<file path="src/rtl/core/dnshc_pkg.sv">
package dnshc_pkg;

    // Name and label limits of the host name rules.
    localparam int unsigned MaxNameLen     = 253;
    localparam int unsigned MaxLabelLen    = 63;
    localparam int unsigned LocalhostLen   = 9;
    localparam int unsigned Ipv4Dots       = 3;
    localparam int unsigned MinWildcardLen = 5;

    // Counter widths.
    localparam int unsigned NameLenW  = 9;
    localparam int unsigned LabelLenW = 7;
    localparam int unsigned DotCntW   = 3;

    // Character codes that the checker looks for.
    localparam logic [7:0] ChDot    = 8'h2E;
    localparam logic [7:0] ChStar   = 8'h2A;
    localparam logic [7:0] ChHyphen = 8'h2D;

    // Classification of one character of the name.
    typedef struct packed {
        logic [7:0] lower;
        logic       is_digit;
        logic       is_alpha;
        logic       is_hyphen;
        logic       is_dot;
        logic       is_star;
    } char_class_t;

    // Characters of the word "localhost", by position.
    function automatic logic [7:0] localhost_char(input logic [3:0] pos);
        logic [7:0] c;
        begin
            case (pos)
                4'd0:    c = 8'h6C; // l
                4'd1:    c = 8'h6F; // o
                4'd2:    c = 8'h63; // c
                4'd3:    c = 8'h61; // a
                4'd4:    c = 8'h6C; // l
                4'd5:    c = 8'h68; // h
                4'd6:    c = 8'h6F; // o
                4'd7:    c = 8'h73; // s
                4'd8:    c = 8'h74; // t
                default: c = 8'h00;
            endcase
            return c;
        end
    endfunction

endpackage

</file>
<file path="src/rtl/core/dnshc_char_class.sv">
module dnshc_char_class
    import dnshc_pkg::*;
(
    input  logic [7:0]  char_code,
    output char_class_t char_class
);

    logic [7:0] lower;

    // Fold upper-case letters to lower case.
    always_comb
    begin
        if (char_code >= 8'h41 && char_code <= 8'h5A)
        begin
            lower = char_code | 8'h20;
        end
        else
        begin
            lower = char_code;
        end
    end

    // Character classes used by the label rules.
    always_comb
    begin
        char_class.lower     = lower;
        char_class.is_digit  = (lower >= 8'h30) && (lower <= 8'h39);
        char_class.is_alpha  = (lower >= 8'h61) && (lower <= 8'h7A);
        char_class.is_hyphen = (lower == ChHyphen);
        char_class.is_dot    = (char_code == ChDot);
        char_class.is_star   = (char_code == ChStar);
    end

endmodule

</file>
<file path="src/rtl/core/dnshc_tracker.sv">
module dnshc_tracker
    import dnshc_pkg::*;
(
    input  logic        clk,
    input  logic        rst_n,
    input  logic        step,
    input  logic        is_last,
    input  char_class_t char_class,
    output logic        verdict
);

    logic [NameLenW-1:0]  name_length_reg, name_length_next;
    logic [LabelLenW-1:0] label_length_reg, label_length_next;
    logic [DotCntW-1:0]   dot_count_reg, dot_count_next;
    logic prev_hyphen_reg, prev_hyphen_next;
    logic all_digits_reg, all_digits_next;
    logic wildcard_seen_reg, wildcard_seen_next;
    logic star_pending_reg, star_pending_next;
    logic localhost_match_reg, localhost_match_next;
    logic failed_reg, failed_next;

    // State after this character, before the end-of-name clear.
    logic [NameLenW-1:0]  upd_name_length;
    logic [LabelLenW-1:0] upd_label_length;
    logic [DotCntW-1:0]   upd_dot_count;
    logic upd_prev_hyphen;
    logic upd_all_digits;
    logic upd_wildcard_seen;
    logic upd_star_pending;
    logic upd_localhost_match;
    logic upd_failed;

    logic [NameLenW-1:0] pos;
    logic [NameLenW-1:0] stripped_len;
    logic [DotCntW-1:0]  label_dots;
    logic                trail_dot;
    logic                ok;

    assign pos = name_length_reg;

    // Per-character update of counters and flags.
    always_comb
    begin
        upd_name_length     = name_length_reg;
        upd_label_length    = label_length_reg;
        upd_dot_count       = dot_count_reg;
        upd_prev_hyphen     = prev_hyphen_reg;
        upd_all_digits      = all_digits_reg;
        upd_wildcard_seen   = wildcard_seen_reg;
        upd_star_pending    = star_pending_reg;
        upd_localhost_match = localhost_match_reg;
        upd_failed          = failed_reg;

        if (name_length_reg != {NameLenW{1'b1}})
        begin
            upd_name_length = name_length_reg + 1'b1;
        end

        if (pos < NameLenW'(LocalhostLen) &&
            char_class.lower != localhost_char(pos[3:0]))
        begin
            upd_localhost_match = 1'b0;
        end

        if (pos == '0 && char_class.is_star)
        begin
            upd_star_pending = 1'b1;
        end
        else if (pos == NameLenW'(1) && star_pending_reg)
        begin
            // A leading star must be followed by a dot.
            upd_star_pending = 1'b0;
            if (char_class.is_dot)
            begin
                upd_wildcard_seen = 1'b1;
            end
            else
            begin
                upd_failed = 1'b1;
            end
        end
        else if (char_class.is_dot)
        begin
            // A dot closes a label, which must be non-empty and not end in a hyphen.
            if (label_length_reg == '0 || prev_hyphen_reg)
            begin
                upd_failed = 1'b1;
            end
            if (dot_count_reg != {DotCntW{1'b1}})
            begin
                upd_dot_count = dot_count_reg + 1'b1;
            end
            upd_label_length = '0;
            upd_prev_hyphen  = 1'b0;
        end
        else
        begin
            if (!(char_class.is_digit || char_class.is_alpha || char_class.is_hyphen))
            begin
                upd_failed = 1'b1;
            end
            if (char_class.is_hyphen && label_length_reg == '0)
            begin
                upd_failed = 1'b1;
            end
            upd_prev_hyphen = char_class.is_hyphen;
            if (!char_class.is_digit)
            begin
                upd_all_digits = 1'b0;
            end
            if (label_length_reg != {LabelLenW{1'b1}})
            begin
                upd_label_length = label_length_reg + 1'b1;
            end
            if (upd_label_length > LabelLenW'(MaxLabelLen))
            begin
                upd_failed = 1'b1;
            end
        end
    end

    // Verdict for a name that ends with this character.
    always_comb
    begin
        trail_dot    = char_class.is_dot;
        stripped_len = upd_name_length - {{(NameLenW-1){1'b0}}, trail_dot};
        if (trail_dot && upd_dot_count != '0)
        begin
            label_dots = upd_dot_count - 1'b1;
        end
        else
        begin
            label_dots = upd_dot_count;
        end

        ok = !upd_failed && !upd_star_pending && stripped_len != '0 &&
             stripped_len <= NameLenW'(MaxNameLen);
        if (upd_wildcard_seen && stripped_len < NameLenW'(MinWildcardLen))
        begin
            ok = 1'b0;
        end
        if (!trail_dot && (upd_label_length == '0 || upd_prev_hyphen))
        begin
            ok = 1'b0;
        end
        if (ok)
        begin
            if (label_dots == '0)
            begin
                // A single-label name passes only as localhost.
                ok = !upd_wildcard_seen && stripped_len == NameLenW'(LocalhostLen) &&
                     upd_localhost_match;
            end
            else if (!upd_wildcard_seen && upd_all_digits &&
                     label_dots == DotCntW'(Ipv4Dots))
            begin
                // Four numeric labels form an address literal.
                ok = 1'b0;
            end
        end
        verdict = ok;
    end

    // Next state: the update, or a fresh start after the final character.
    always_comb
    begin
        name_length_next     = name_length_reg;
        label_length_next    = label_length_reg;
        dot_count_next       = dot_count_reg;
        prev_hyphen_next     = prev_hyphen_reg;
        all_digits_next      = all_digits_reg;
        wildcard_seen_next   = wildcard_seen_reg;
        star_pending_next    = star_pending_reg;
        localhost_match_next = localhost_match_reg;
        failed_next          = failed_reg;
        if (step)
        begin
            if (is_last)
            begin
                name_length_next     = '0;
                label_length_next    = '0;
                dot_count_next       = '0;
                prev_hyphen_next     = 1'b0;
                all_digits_next      = 1'b1;
                wildcard_seen_next   = 1'b0;
                star_pending_next    = 1'b0;
                localhost_match_next = 1'b1;
                failed_next          = 1'b0;
            end
            else
            begin
                name_length_next     = upd_name_length;
                label_length_next    = upd_label_length;
                dot_count_next       = upd_dot_count;
                prev_hyphen_next     = upd_prev_hyphen;
                all_digits_next      = upd_all_digits;
                wildcard_seen_next   = upd_wildcard_seen;
                star_pending_next    = upd_star_pending;
                localhost_match_next = upd_localhost_match;
                failed_next          = upd_failed;
            end
        end
    end

    // Name state registers.
    always_ff @(posedge clk or negedge rst_n)
    begin
        if (!rst_n)
        begin
            name_length_reg     <= '0;
            label_length_reg    <= '0;
            dot_count_reg       <= '0;
            prev_hyphen_reg     <= 1'b0;
            all_digits_reg      <= 1'b1;
            wildcard_seen_reg   <= 1'b0;
            star_pending_reg    <= 1'b0;
            localhost_match_reg <= 1'b1;
            failed_reg          <= 1'b0;
        end
        else
        begin
            name_length_reg     <= name_length_next;
            label_length_reg    <= label_length_next;
            dot_count_reg       <= dot_count_next;
            prev_hyphen_reg     <= prev_hyphen_next;
            all_digits_reg      <= all_digits_next;
            wildcard_seen_reg   <= wildcard_seen_next;
            star_pending_reg    <= star_pending_next;
            localhost_match_reg <= localhost_match_next;
            failed_reg          <= failed_next;
        end
    end

endmodule

</file>
<file path="src/rtl/core/dns_hostname_syntax_check.sv">
// DNS host name syntax checker, one verdict per name.
// The verdict is registered: the final character goes from the input register
// to the verdict register, which holds it while the verdict side stalls.
// It takes one character item per cycle unless char_stall is high.
// Reset (rst_n, asynchronous, active low) empties both registers and starts a new name.
module dns_hostname_syntax_check
    import dnshc_pkg::*;
(
    input  logic       clk,
    input  logic       rst_n,
    input  logic       char_valid,
    output logic       char_stall,
    input  logic [7:0] char_code,
    input  logic       is_last,
    output logic       verdict_valid,
    input  logic       verdict_stall,
    output logic       looks_like_dns
);

    logic       in_valid_reg, in_valid_next;
    logic [7:0] char_reg;
    logic       last_reg;
    logic       out_valid_reg, out_valid_next;
    logic       verdict_reg;

    logic        out_free;
    logic        step;
    logic        take;
    logic        verdict;
    char_class_t char_class;

    // A character is processed unless it ends a name and the verdict slot is full.
    assign out_free   = !out_valid_reg || !verdict_stall;
    assign step       = in_valid_reg && (!last_reg || out_free);
    assign char_stall = in_valid_reg && !step;
    assign take       = char_valid && !char_stall;

    dnshc_char_class u_class (
        .char_code  (char_reg),
        .char_class (char_class)
    );

    dnshc_tracker u_tracker (
        .clk        (clk),
        .rst_n      (rst_n),
        .step       (step),
        .is_last    (last_reg),
        .char_class (char_class),
        .verdict    (verdict)
    );

    // Valid flags of the input and result registers.
    always_comb
    begin
        in_valid_next = in_valid_reg;
        if (take)
        begin
            in_valid_next = 1'b1;
        end
        else if (step)
        begin
            in_valid_next = 1'b0;
        end

        out_valid_next = out_valid_reg;
        if (step && last_reg)
        begin
            out_valid_next = 1'b1;
        end
        else if (!verdict_stall)
        begin
            out_valid_next = 1'b0;
        end
    end

    always_ff @(posedge clk or negedge rst_n)
    begin
        if (!rst_n)
        begin
            in_valid_reg  <= 1'b0;
            out_valid_reg <= 1'b0;
        end
        else
        begin
            in_valid_reg  <= in_valid_next;
            out_valid_reg <= out_valid_next;
        end
    end

    // Payload registers.
    always_ff @(posedge clk)
    begin
        if (take)
        begin
            char_reg <= char_code;
            last_reg <= is_last;
        end
        if (step && last_reg)
        begin
            verdict_reg <= verdict;
        end
    end

    assign verdict_valid  = out_valid_reg;
    assign looks_like_dns = verdict_reg;

endmodule

</file>
<file path="config.mk">
export PLATFORM = sky130hd
export DESIGN_NAME = dns_hostname_syntax_check
export DESIGN_NICKNAME = d
export VERILOG_FILES = /design/src/rtl/core/dnshc_pkg.sv /design/src/rtl/core/dnshc_char_class.sv /design/src/rtl/core/dnshc_tracker.sv /design/src/rtl/core/dns_hostname_syntax_check.sv
export SDC_FILE = /design/constraint.sdc
export NUM_CORES = 1
export LEC_CHECK = 0
export BUFFER_PORTS_ARGS = -buffer_cell sky130_fd_sc_hd__buf_2
export CAP_MARGIN = 10
export CORE_MARGIN = 1.5
export CORE_UTILIZATION = 40
export DETAILED_ROUTE_END_ITERATION = 7
export GPL_ROUTABILITY_DRIVEN = 0
export SLEW_MARGIN = 30
export SYNTH_ARGS = -nofsm -noshare
export SYNTH_HDL_FRONTEND = slang
export SYNTH_SLANG_ARGS = --single-unit
</file>
<file path="constraint.sdc">
create_clock -name clk -period 3.7 [get_ports clk]
set_clock_uncertainty 0.1 [all_clocks]
set_input_delay 0.185 -clock clk [delete_from_list [all_inputs] [get_ports clk]]
set_output_delay 0.185 -clock clk [all_outputs]
set_load 0.01 [all_outputs]
</file>
After elaboration in Yosys (flattened, before gate mapping)
Memories as Yosys holds them, arrays and structs flattened.
Index checks and enable logic that the tools add are counted.
- add/subtract/negate cells: 5
- magnitude comparators: 10
- equality and inequality tests: 11
- mux-type cells: 52
- reduce and logical (&&, ||, !) cells: 43
- operators with widths (kind ; count):
    two-way mux 7 bit ; 8
    two-way mux 1 bit ; 35
    == test 8 x 6 -> 1 bit (second input constant) ; 3
    logical AND 1 bit ; 21
    two-way mux 3 bit ; 6
    two-way mux 9 bit ; 2
    greater-or-equal comparator 8 x 7 -> 1 bit (second input constant) ; 2
    less-or-equal comparator 8 x 7 -> 1 bit (second input constant) ; 2
    logical NOT 7 bit ; 2
    adder 9 x 1 -> 9 bit (second input constant) ; 1
    == test 9 x 1 -> 1 bit (second input constant) ; 1
    == test 9 x 4 -> 1 bit (second input constant) ; 1
    less-or-equal comparator 9 x 8 -> 1 bit (second input constant) ; 1
    logical NOT 1 bit ; 9
    logical NOT 9 bit ; 1
    < comparator 9 x 3 -> 1 bit (second input constant) ; 1
    < comparator 9 x 4 -> 1 bit (second input constant) ; 1
    != test 9 bit (second input constant) ; 1
    nonzero test 9 bit ; 1
    subtractor 9 x 1 -> 9 bit ; 1
    greater-or-equal comparator 8 x 6 -> 1 bit (second input constant) ; 1
    less-or-equal comparator 8 x 6 -> 1 bit (second input constant) ; 1
    != test 8 bit ; 1
    adder 7 x 1 -> 7 bit (second input constant) ; 1
    12 further kinds ; 17
- flip-flop bits (word level): 37
- bits in read-only memories: 112
- input bits: 13
- output and inout port bits: 3
- word-level logic and storage cells: 136
- memories: 1
- memories (memory ; depth ; bits a word ; rd ports ; clocked after Yosys merged registers in ; wr ports ; RTL line ; RTL):
    (name not given) ; 16 ; 7 ; 1 ; 0 ; 0 ; dnshc_pkg.sv:34 ; case (pos)

Depth between registers and ports, before layout
Gate-level depths: netlist of run 1.
- depth in word-level cells: 19
- depth in mapped cells: 15

Hierarchy
From an unflattened synthesis of run 1, not the netlist that was laid out.
- cells, all modules: 356
- area total of the unflattened synthesis: 3081.7 um^2
- by module, submodules not included (module ; times used ; cells each ; area each (um^2) ; sequential area each (um^2)):
    dnshc_tracker ; 1 ; 311 ; 2511.2 ; 628.1
    dns_hostname_syntax_check ; 1 ; 22 ; 405.4 ; 350.3
    dnshc_char_class ; 1 ; 23 ; 165.2 ; 0.0

Least setup slack after synthesis of run 1
OpenSTA, ideal clock, no wires.
- path kind: reg-to-reg
- start: reg char_reg[4]
- end: reg verdict_reg, in the netlist looks_like_dns, data pin
- data arrival time: 3114 ps
- required time: 3430 ps
- slack: 316 ps
- stages on the path, launching flop included: 14
- period minus slack after synthesis: 3384 ps
- cell sequence: edfxtp_1 -> or4b_4 -> or2_1 -> buf_6 -> clkinv_2 -> ha_1 -> ha_1 -> nand2b_1 -> or3_1 -> o31ai_1 -> a211oi_1 -> o2bb2ai_1 -> and3_2 -> nor4_2
- cells in the longest elaborated chain, start to end: 19
- elaborated cells on any way between the ends: 74
- RTL lines (item ; RTL line ; RTL):
    from (decl) ; dns_hostname_syntax_check.sv:21 ; logic [7:0] char_reg;
    from (signal assigned) ; dns_hostname_syntax_check.sv:95 ; char_reg <= char_code;
    greater-or-equal comparator 8 x 7 -> 1 bit or less-or-equal comparator 8 x 7 -> 1 bit (tied branches) ; dnshc_char_class.sv:13 ; if (char_code >= 8'h41 && char_code <= 8'h5A)
    logical AND 1 bit ; dnshc_char_class.sv:13 ;
    two-way mux 6 bit ; dnshc_char_class.sv:13 ;
    greater-or-equal comparator 8 x 6 -> 1 bit (tied with other cells) ; dnshc_char_class.sv:27 ; char_class.is_digit = (lower >= 8'h30) && (lower <= 8'h39);
    logical AND 1 bit (on tied branches) ; dnshc_char_class.sv:27, dnshc_char_class.sv:28 ;
    logical OR 1 bit (2 in series) ; dnshc_tracker.sv:98 ; if (!(char_class.is_digit || char_class.is_alpha || char_class.is_hyphen))
    two-way mux 1 bit ; dnshc_tracker.sv:98 ;
    two-way mux 1 bit ; dnshc_tracker.sv:102 ; if (char_class.is_hyphen && label_length_reg == '0)
    two-way mux 1 bit ; dnshc_tracker.sv:115 ; if (upd_label_length > LabelLenW'(MaxLabelLen))
    two-way mux 1 bit ; dnshc_tracker.sv:82 ; else if (char_class.is_dot)
    two-way mux 1 bit ; dnshc_tracker.sv:69 ; else if (pos == NameLenW'(1) && star_pending_reg)
    two-way mux 1 bit ; dnshc_tracker.sv:65 ; if (pos == '0 && char_class.is_star)
    logical NOT 1 bit ; dnshc_tracker.sv:136 ; ok = !upd_failed && !upd_star_pending && stripped_len != '0 &&
    logical AND 1 bit (3 in series) ; dnshc_tracker.sv:136 ;
    two-way mux 1 bit ; dnshc_tracker.sv:138 ; if (upd_wildcard_seen && stripped_len < NameLenW'(MinWildcardLen))
    two-way mux 1 bit ; dnshc_tracker.sv:142 ; if (!trail_dot && (upd_label_length == '0 || upd_prev_hyphen))
    to (signal assigned) ; dns_hostname_syntax_check.sv:100 ; verdict_reg <= verdict;
    to (decl) ; dns_hostname_syntax_check.sv:24 ; logic verdict_reg;
Parallel ways exist; a longest one is shown, timed or not.
A chain may end at the register's enable or synchronous reset.

Final worst setup path of run 1
- start: reg u_tracker.name_length_reg[6]
- end: reg verdict_reg, in the netlist looks_like_dns, data pin
- cells in the longest elaborated chain, start to end: 11
- elaborated cells on any way between the ends: 53
- RTL lines (item ; RTL line ; RTL):
    from (decl) ; dnshc_tracker.sv:12 ; logic [NameLenW-1:0] name_length_reg, name_length_next;
    from (signal assigned) ; dnshc_tracker.sv:222 ; name_length_reg <= name_length_next;
    parallel branches: the longest is 11 deep, another holds adder 9 x 1 -> 9 bit ; -- ;
Several ways; the timed one is not identified.

==> summary.md, run 1 <==
| Metric | Value |
|---|---|
| Commonest cells in the netlist | `33 x nand2_1, 25 x dfrtp_1, 24 x nor2_1, 24 x o21ai_0, 17 x a21oi_1` |
| Root buf cell | `clkbuf_8` |
| Total negative slack | `0 ns` |
| Worst Setup Start Kind | `flip-flop` |
| Min Tclk post-route | `3.48 ns` |
| Clk buf depth | `2` |
| Worst-Skew Late Latency | `0.29 ns` |
| Fin. max-slew vios | `0` |
| Rows | `30` |
| Max cap viols | `0` |
| Most common cell in the synthesized netlist | `nand2_1` |
| Synthesized area | `2920 um2` |
| Via Count | `2,624` |
| Synth warn | `0` |
| Slew @ Worst Pin | `0.876 ns` |
| Boundary pin count | `16` |
| WP data arrival | `3.42 ns` |
| Global-route congestion overflow total | `0` |
| Max reg flops | `9` |
| DRT Pass-1 Iters | `4` |
| Cells along the critical path | `or4_4, or3_1, nand2_1, xnor2_2, inv_1, ha_1, nor2b_1, nand3_1, nand2_1, or3_1, a211oi_1, a311o_1, nor4_2` |
| EDFF count, synth | `10` |
| Share of the synthesized area in the top cell type | `21.4%` |
| Vias in the first global route | `2,459` |
| Nets | `387` |
| Worst rel slew slack | `41.3%` |
| Syn avg cell area | `8.82 um2` |
| CTS sink cnt | `37` |
| Vias per inst | `5.72` |
| Antenna Diode Count | `0` |
| Top_reg_cell synth | `dfrtp_1` |
| Critical Path End Type | `flip-flop` |
| Largest net degree at the start of global routing | `28` |
| Register area | `978 um2` |
| Req. time, crit path | `3.64 ns` |
| Clock-pin slew on the worst setup and hold paths | `0.08 ns` |
| Critical path class | `reg -> reg` |
| Pwr/cell area | `320 nW/um2` |
| Sequential share of the synthesized area | `33.5%` |
| Final Hold Vio Count | `0` |
| H-tree levels | `2` |
| CP bufs+invs | `1` |
| Avg WL per Cell | `15.8 um` |
| Outcome | `finished clean` |
| Hold Crit Class | `in -> reg` |
| Synth top area cells | `dfrtp_1 21%, edfxtp_1 10%, ha_1 5.1%, xnor2_1 4.5%, nand2_1 4.2%` |
| # setup viols final | `0` |
| Pleak | `1.35 nW` |
| Post-route ant nets | `0` |
| CP delay by family, top | `simple AND/OR/NAND/NOR gates` |
| Initial core utilization | `42.2%` |
| Slowest cell on crit path | `or4_4` |
| Footprint of the multi-input gates | `1780 um2` |
| Drt total wl | `7260 um` |
| Total core area | `6910 um2` |
| Num CTS Buffers | `5` |
| Initial antenna violation count | `0` |
| Initial DRC Count | `154` |
| Yosys reg bits | `37` |
| Max incr delay on CP | `0.59 ns` |
| Die H | `88.4 um` |
| Critical Path Fanout Max | `8` |
| First-pass GRT wire length | `12,200 um` |
| Post-CTS setup buffers | `0` |
| DP Wirelength | `5340 um` |
| Die ar. | `7820 um2` |
| Port Buf Inserts | `15` |
| Share of cells above drive strength 1 | `16.3%` |
| Overall Global Routing Usage | `20.3%` |
| RSZ-0062 raised after global routing | `no` |
| CTS tree | `yes` |
| Ys async rst share | `73.0%` |
| Fillers | `678` |
| Drt drc | `0` |
| Max rail drop VDD | `0.230 mV` |
| Post-synth cell types | `76` |
| Area Growth Syn to Fin | `13.0%` |
| WHS | `0.0307 ns` |
| Yosys top cell by area | `dfrtp_1` |
| Final Cycle Share | `94.0%` |
| Die width | `88.4 um` |
| Syn Nets | `356` |
| Cells after synthesis | `331` |
| Fmax | `0.288 GHz` |
placed cells by master (no fill, tap or decap), types with 8 or more instances in the layout:
cell	n
dfrtp_1	25
inv_1	12
a31oi_1	10
ha_1	12
nor2_1	24
xnor2_1	14
nor3_1	9
o21ai_0	24
o31ai_1	8
nand3_1	13
edfxtp_1	10
buf_4	12
dlygate4sd3_1	11
a21oi_1	17
nand2_1	33
buf_2	15
through the flow:
stage | instance area (um2) | setup WS, ns | cells | util (%) | power (mW)
after CTS | 3280 | 0.137 | 459 | 47.6 | 1.06
final | 3300 | 0.223 | 459 | 47.7 | 1.05
after global routing | 3300 | 0.0238 | 459 | 47.7 | 1.11
after detailed placement | 3080 | 0.148 | 440 | 44.6 | 0.751
after floorplan | 2920 | 0.316 | 331 | - | 0.672
after global placement | 3080 | 0.215 | 440 | 44.6 | 0.749
final cells by class:
type	instances	area share [%]
clock buffers	6	2.50
clock inverters	2	0.266
repair buffers	38	8.35
multi-input cells	267	54.0
flip-flops and latches	37	29.7
inverters	13	1.52
well taps	96	3.64
cell families after synthesis:
logic type | count (synthesis) | synth area share, %
simple gates | 139 | 26.9
flops | 37 | 33.5
xor+xnor | 16 | 4.80
buf+inv | 27 | 5.83
mux | 6 | 2.14
compound gates | 94 | 21.7
fa+ha+maj | 12 | 5.15
per-layer routing:
layer	vias to the layer above	GRT usage [%]	part of all wire (%)
met3	4	3.08	4.8
li1	1306	-	-
met2	72	33.0	45
met5	-	0	0
met4	0	4.55	0.73
met1	1242	28.8	49
path summary, 6_finish.rpt:
check,from,to,slack [ns],cells after the start
worst max register to register,u_tracker.name_length_reg[6],looks_like_dns,0.22,13
worst max-delay path,u_tracker.name_length_reg[6],looks_like_dns,0.22,13
max in group asynchronous,rst_n,u_tracker.name_length_reg[7],2.71,2
worst min register to register,u_tracker.all_digits_reg,u_tracker.all_digits_reg,0.38,2
worst min-delay path,verdict_stall,verdict_valid,0.03,3
min in group asynchronous,rst_n,verdict_valid,0.36,2
power by group:
| group | switching, mW | internal, mW | total, mW |
|---|---|---|---|
| Clock | 0.150 | 0.148 | 0.298 |
| Combinational | 0.157 | 0.120 | 0.277 |
| Sequential | 0.0304 | 0.449 | 0.480 |
timing repair:
| item | in CTS | in global routing |
|---|---|---|
| setup endpoints to repair | 0 | 1 |
| hold buffers | 11 | 0 |
| hold endpoints to repair | 35 | 0 |
| gates resized for setup | 0 | 2 |
worst register-to-register path: cells and delay by family, from the launching register on:
kind	cells	cell delay, ns
compound gates	2	0.43
xor+xnor	1	0.16
fa+ha+maj	1	0.19
buf+inv	1	0.10
flops	1	0.46
simple gates	8	1.80
(Power assumes the default switching activity.)
==> run 2, diff against run 1 <==
clock period = 4.46 ns   (was 3.7 ns; I/O delays follow)
==> summary.md, run 2 (synthesis gave the netlist of run 1 again) <==
| Metric | Value |
|---|---|
| Port Buf Inserts | `15 (unchanged)` |
| Antenna Diode Count | `0 (unchanged)` |
| Core Util, Final | `46.1% (was 47.7%)` |
| Cell mode on critical path | `ha_1` |
| Drt total wl | `7300 um (was 7260 um)` |
| Req. time, crit path | `4.48 ns (was 3.64 ns)` |
| Sw power | `0.277 mW (was 0.337 mW)` |
| Commonest non-fill, non-tap cell in the layout | `nand2_1 (unchanged)` |
| R2R Setup Slk | `0.65 ns (was 0.22 ns)` |
| First-pass GRT wire length | `12,400 um (was 12,200 um)` |
| Pleak | `1.28 nW (was 1.35 nW)` |
| Worst Setup Start Kind | `flip-flop (unchanged)` |
| Final Cycle Share | `85.5% (was 94.0%)` |
| Clock power frac | `28.9% (was 28.3%)` |
| Avg WL per Cell | `16.4 um (was 15.8 um)` |
| Die ar. | `7820 um2 (unchanged)` |
| CTS sink cnt | `37 (unchanged)` |
| CTS tree | `yes (unchanged)` |
| Nets | `374 (was 387)` |
| Num CTS Buffers | `5 (unchanged)` |
| Boundary pin count | `16 (unchanged)` |
| Max reg flops | `9 (unchanged)` |
| Worst-Skew Late Latency | `0.29 ns (about the same)` |
| Initial core utilization | `42.2% (unchanged)` |
| WP data arrival | `3.83 ns (was 3.42 ns)` |
| Fillers | `697 (was 678)` |
| Slowest cell on crit path | `nor3_1 (was or4_4)` |
| Share of cells above drive strength 1 | `13.1% (was 16.3%)` |
| Cell depth of the worst setup path | `12 (was 13)` |
| Hold Buf Count CTS | `9 (was 11)` |
| R2R cell count | `12 (was 13)` |
| Die width | `88.4 um (unchanged)` |
| Seq pwr share | `47.2% (was 45.5%)` |
| Rows | `30 (unchanged)` |
| DRT Pass-1 Iters | `5 (was 4)` |
| Clock-pin slew on the worst setup and hold paths | `0.07 ns (was 0.08 ns)` |
| Cells along the critical path | `ha_1, nand2_1, nor3_1, xnor2_1, ha_1, ha_1, nand2b_1, o41a_1, a211oi_1, inv_1, a311o_1, nor4_2 (was or4_4, or3_1, nand2_1, xnor2_2, inv_1, ha_1, nor2b_1, nand3_1, nand2_1, or3_1, a211oi_1, a311o_1, nor4_2)` |
| Overall Global Routing Usage | `20.5% (was 20.3%)` |
| Fin. max-slew vios | `0 (unchanged)` |
| Critical Path End Type | `flip-flop (unchanged)` |
| RSZ-0062 raised after global routing | `no (unchanged)` |
| H-tree levels | `2 (unchanged)` |
| Register area | `978 um2 (unchanged)` |
| Fmax | `0.262 GHz (was 0.288 GHz)` |
| Post-route ant nets | `0 (unchanged)` |
| Footprint of the multi-input gates | `1770 um2 (was 1780 um2)` |
| Critical Path Fanout Max | `9 (was 8)` |
| CP delay by family, top | `compound AO/OA/AOI/OAI gates (was simple AND/OR/NAND/NOR gates)` |
| Initial DRC Count | `205 (was 154)` |
| Combinational Power Share | `23.9% (was 26.2%)` |
| Via Count | `2,634 (was 2,624)` |
| # setup viols final | `0 (unchanged)` |
| DP Wirelength | `5310 um (was 5340 um)` |
| CP bufs+invs | `1 (unchanged)` |
| Hold path cells | `1 (was 3)` |
| Initial antenna violation count | `0 (unchanged)` |
| Final Power | `0.866 mW (was 1.05 mW)` |
| Final Hold Vio Count | `0 (unchanged)` |
| Sw frac | `32.0% (about the same)` |
| Global-route congestion overflow total | `0 (unchanged)` |
| Pint | `0.589 mW (was 0.717 mW)` |
| Largest net degree at the start of global routing | `28 (unchanged)` |
| Vias in the first global route | `2,442 (was 2,459)` |
| Gates resized, CTS repair | `0 (unchanged)` |
| Root buf cell | `clkbuf_8 (unchanged)` |
| Worst rel slew slack | `42.7% (was 41.3%)` |
| Outcome | `finished clean (unchanged)` |
| Pwr/cell area | `272 nW/um2 (was 320 nW/um2)` |
| Area Growth Syn to Fin | `9.18% (was 13.0%)` |
| Min Tclk post-route | `3.81 ns (was 3.48 ns)` |
| Most frequent cells in the layout | `33 x nand2_1, 25 x dfrtp_1, 24 x nor2_1, 24 x o21ai_0, 17 x a21oi_1 (unchanged)` |
| Vias per inst | `5.91 (was 5.72)` |
| Slew @ Worst Pin | `0.856 ns (was 0.876 ns)` |
| Max rail drop VDD | `0.165 mV (was 0.230 mV)` |
| Critical path class | `reg -> reg (unchanged)` |
| Total negative slack | `0 ns (unchanged)` |
| Total core area | `6910 um2 (unchanged)` |
| Max cap viols | `0 (unchanged)` |
| Clk buf depth | `2 (unchanged)` |
| Hold Crit Class | `in -> reg (unchanged)` |
| Post-CTS setup buffers | `0 (unchanged)` |
| Drt drc | `0 (unchanged)` |
| Die H | `88.4 um (unchanged)` |
| Max incr delay on CP | `0.56 ns (was 0.59 ns)` |
[run 2: cell types whose count changed in the layout (fill, tap and decap cells not counted)]
| cell | delta |
|---|---|
| inv_6 | +1 |
| xnor2_2 | -1 |
| dlygate4sd3_1 | -2 |
| xnor2_1 | +1 |
| clkinv_2 | -1 |
| a211oi_1 | +1 |
| a211oi_2 | -1 |
| buf_4 | -11 |
[run 2: power groups by stage]
stage / logic [mW] / registers, mW / clock network [mW]
6_report: 0.207 / 0.408 / 0.250
5_1_grt: 0.231 / 0.413 / 0.275
4_1_cts: 0.207 / 0.407 / 0.260
3_5_place_dp: 0.198 / 0.414 / 0
3_3_place_gp: 0.197 / 0.414 / 0
2_1_floorplan: 0.158 / 0.399 / 0
[run 2: metal layers]
layer	share of wire [%]	track usage [%]	routed length, um
met2	44	30.9	3250
met5	0	0	0
met1	49	30.1	3560
met4	1.8	6.25	133
met3	5.0	3.45	362
[run 2: metrics by stage]
stage	cell area (um2)	std cells	worst slack [ns]	hold slack [ns]
2_1_floorplan	2920	331	1.08	-0.173
5_1_grt	3190	446	0.285	0.00225
6_report	3190	446	0.645	0.0143
3_5_place_dp	3000	429	0.714	0.196
3_3_place_gp	3000	429	0.784	0.201
4_1_cts	3190	446	0.696	0.00521
[run 2: path summary, 6_finish.rpt]
check / end / start
max: looks_like_dns / u_tracker.name_length_reg[1]
min: char_reg[4] / char_code[4]
max reg2reg: looks_like_dns / u_tracker.name_length_reg[1]
min reg2reg: u_tracker.localhost_match_reg / u_tracker.localhost_match_reg
max in group asynchronous: u_tracker.name_length_reg[7] / rst_n
min in group asynchronous: verdict_valid / rst_n
[run 2: final cells by class]
type / count / area share [%]
multi-input cells: 267 / 55.5
repair buffers: 25 / 5.42
clock buffers: 6 / 2.59
clock inverters: 2 / 0.393
inverters: 13 / 1.57
flip-flops and latches: 37 / 30.7
well taps: 96 / 3.77
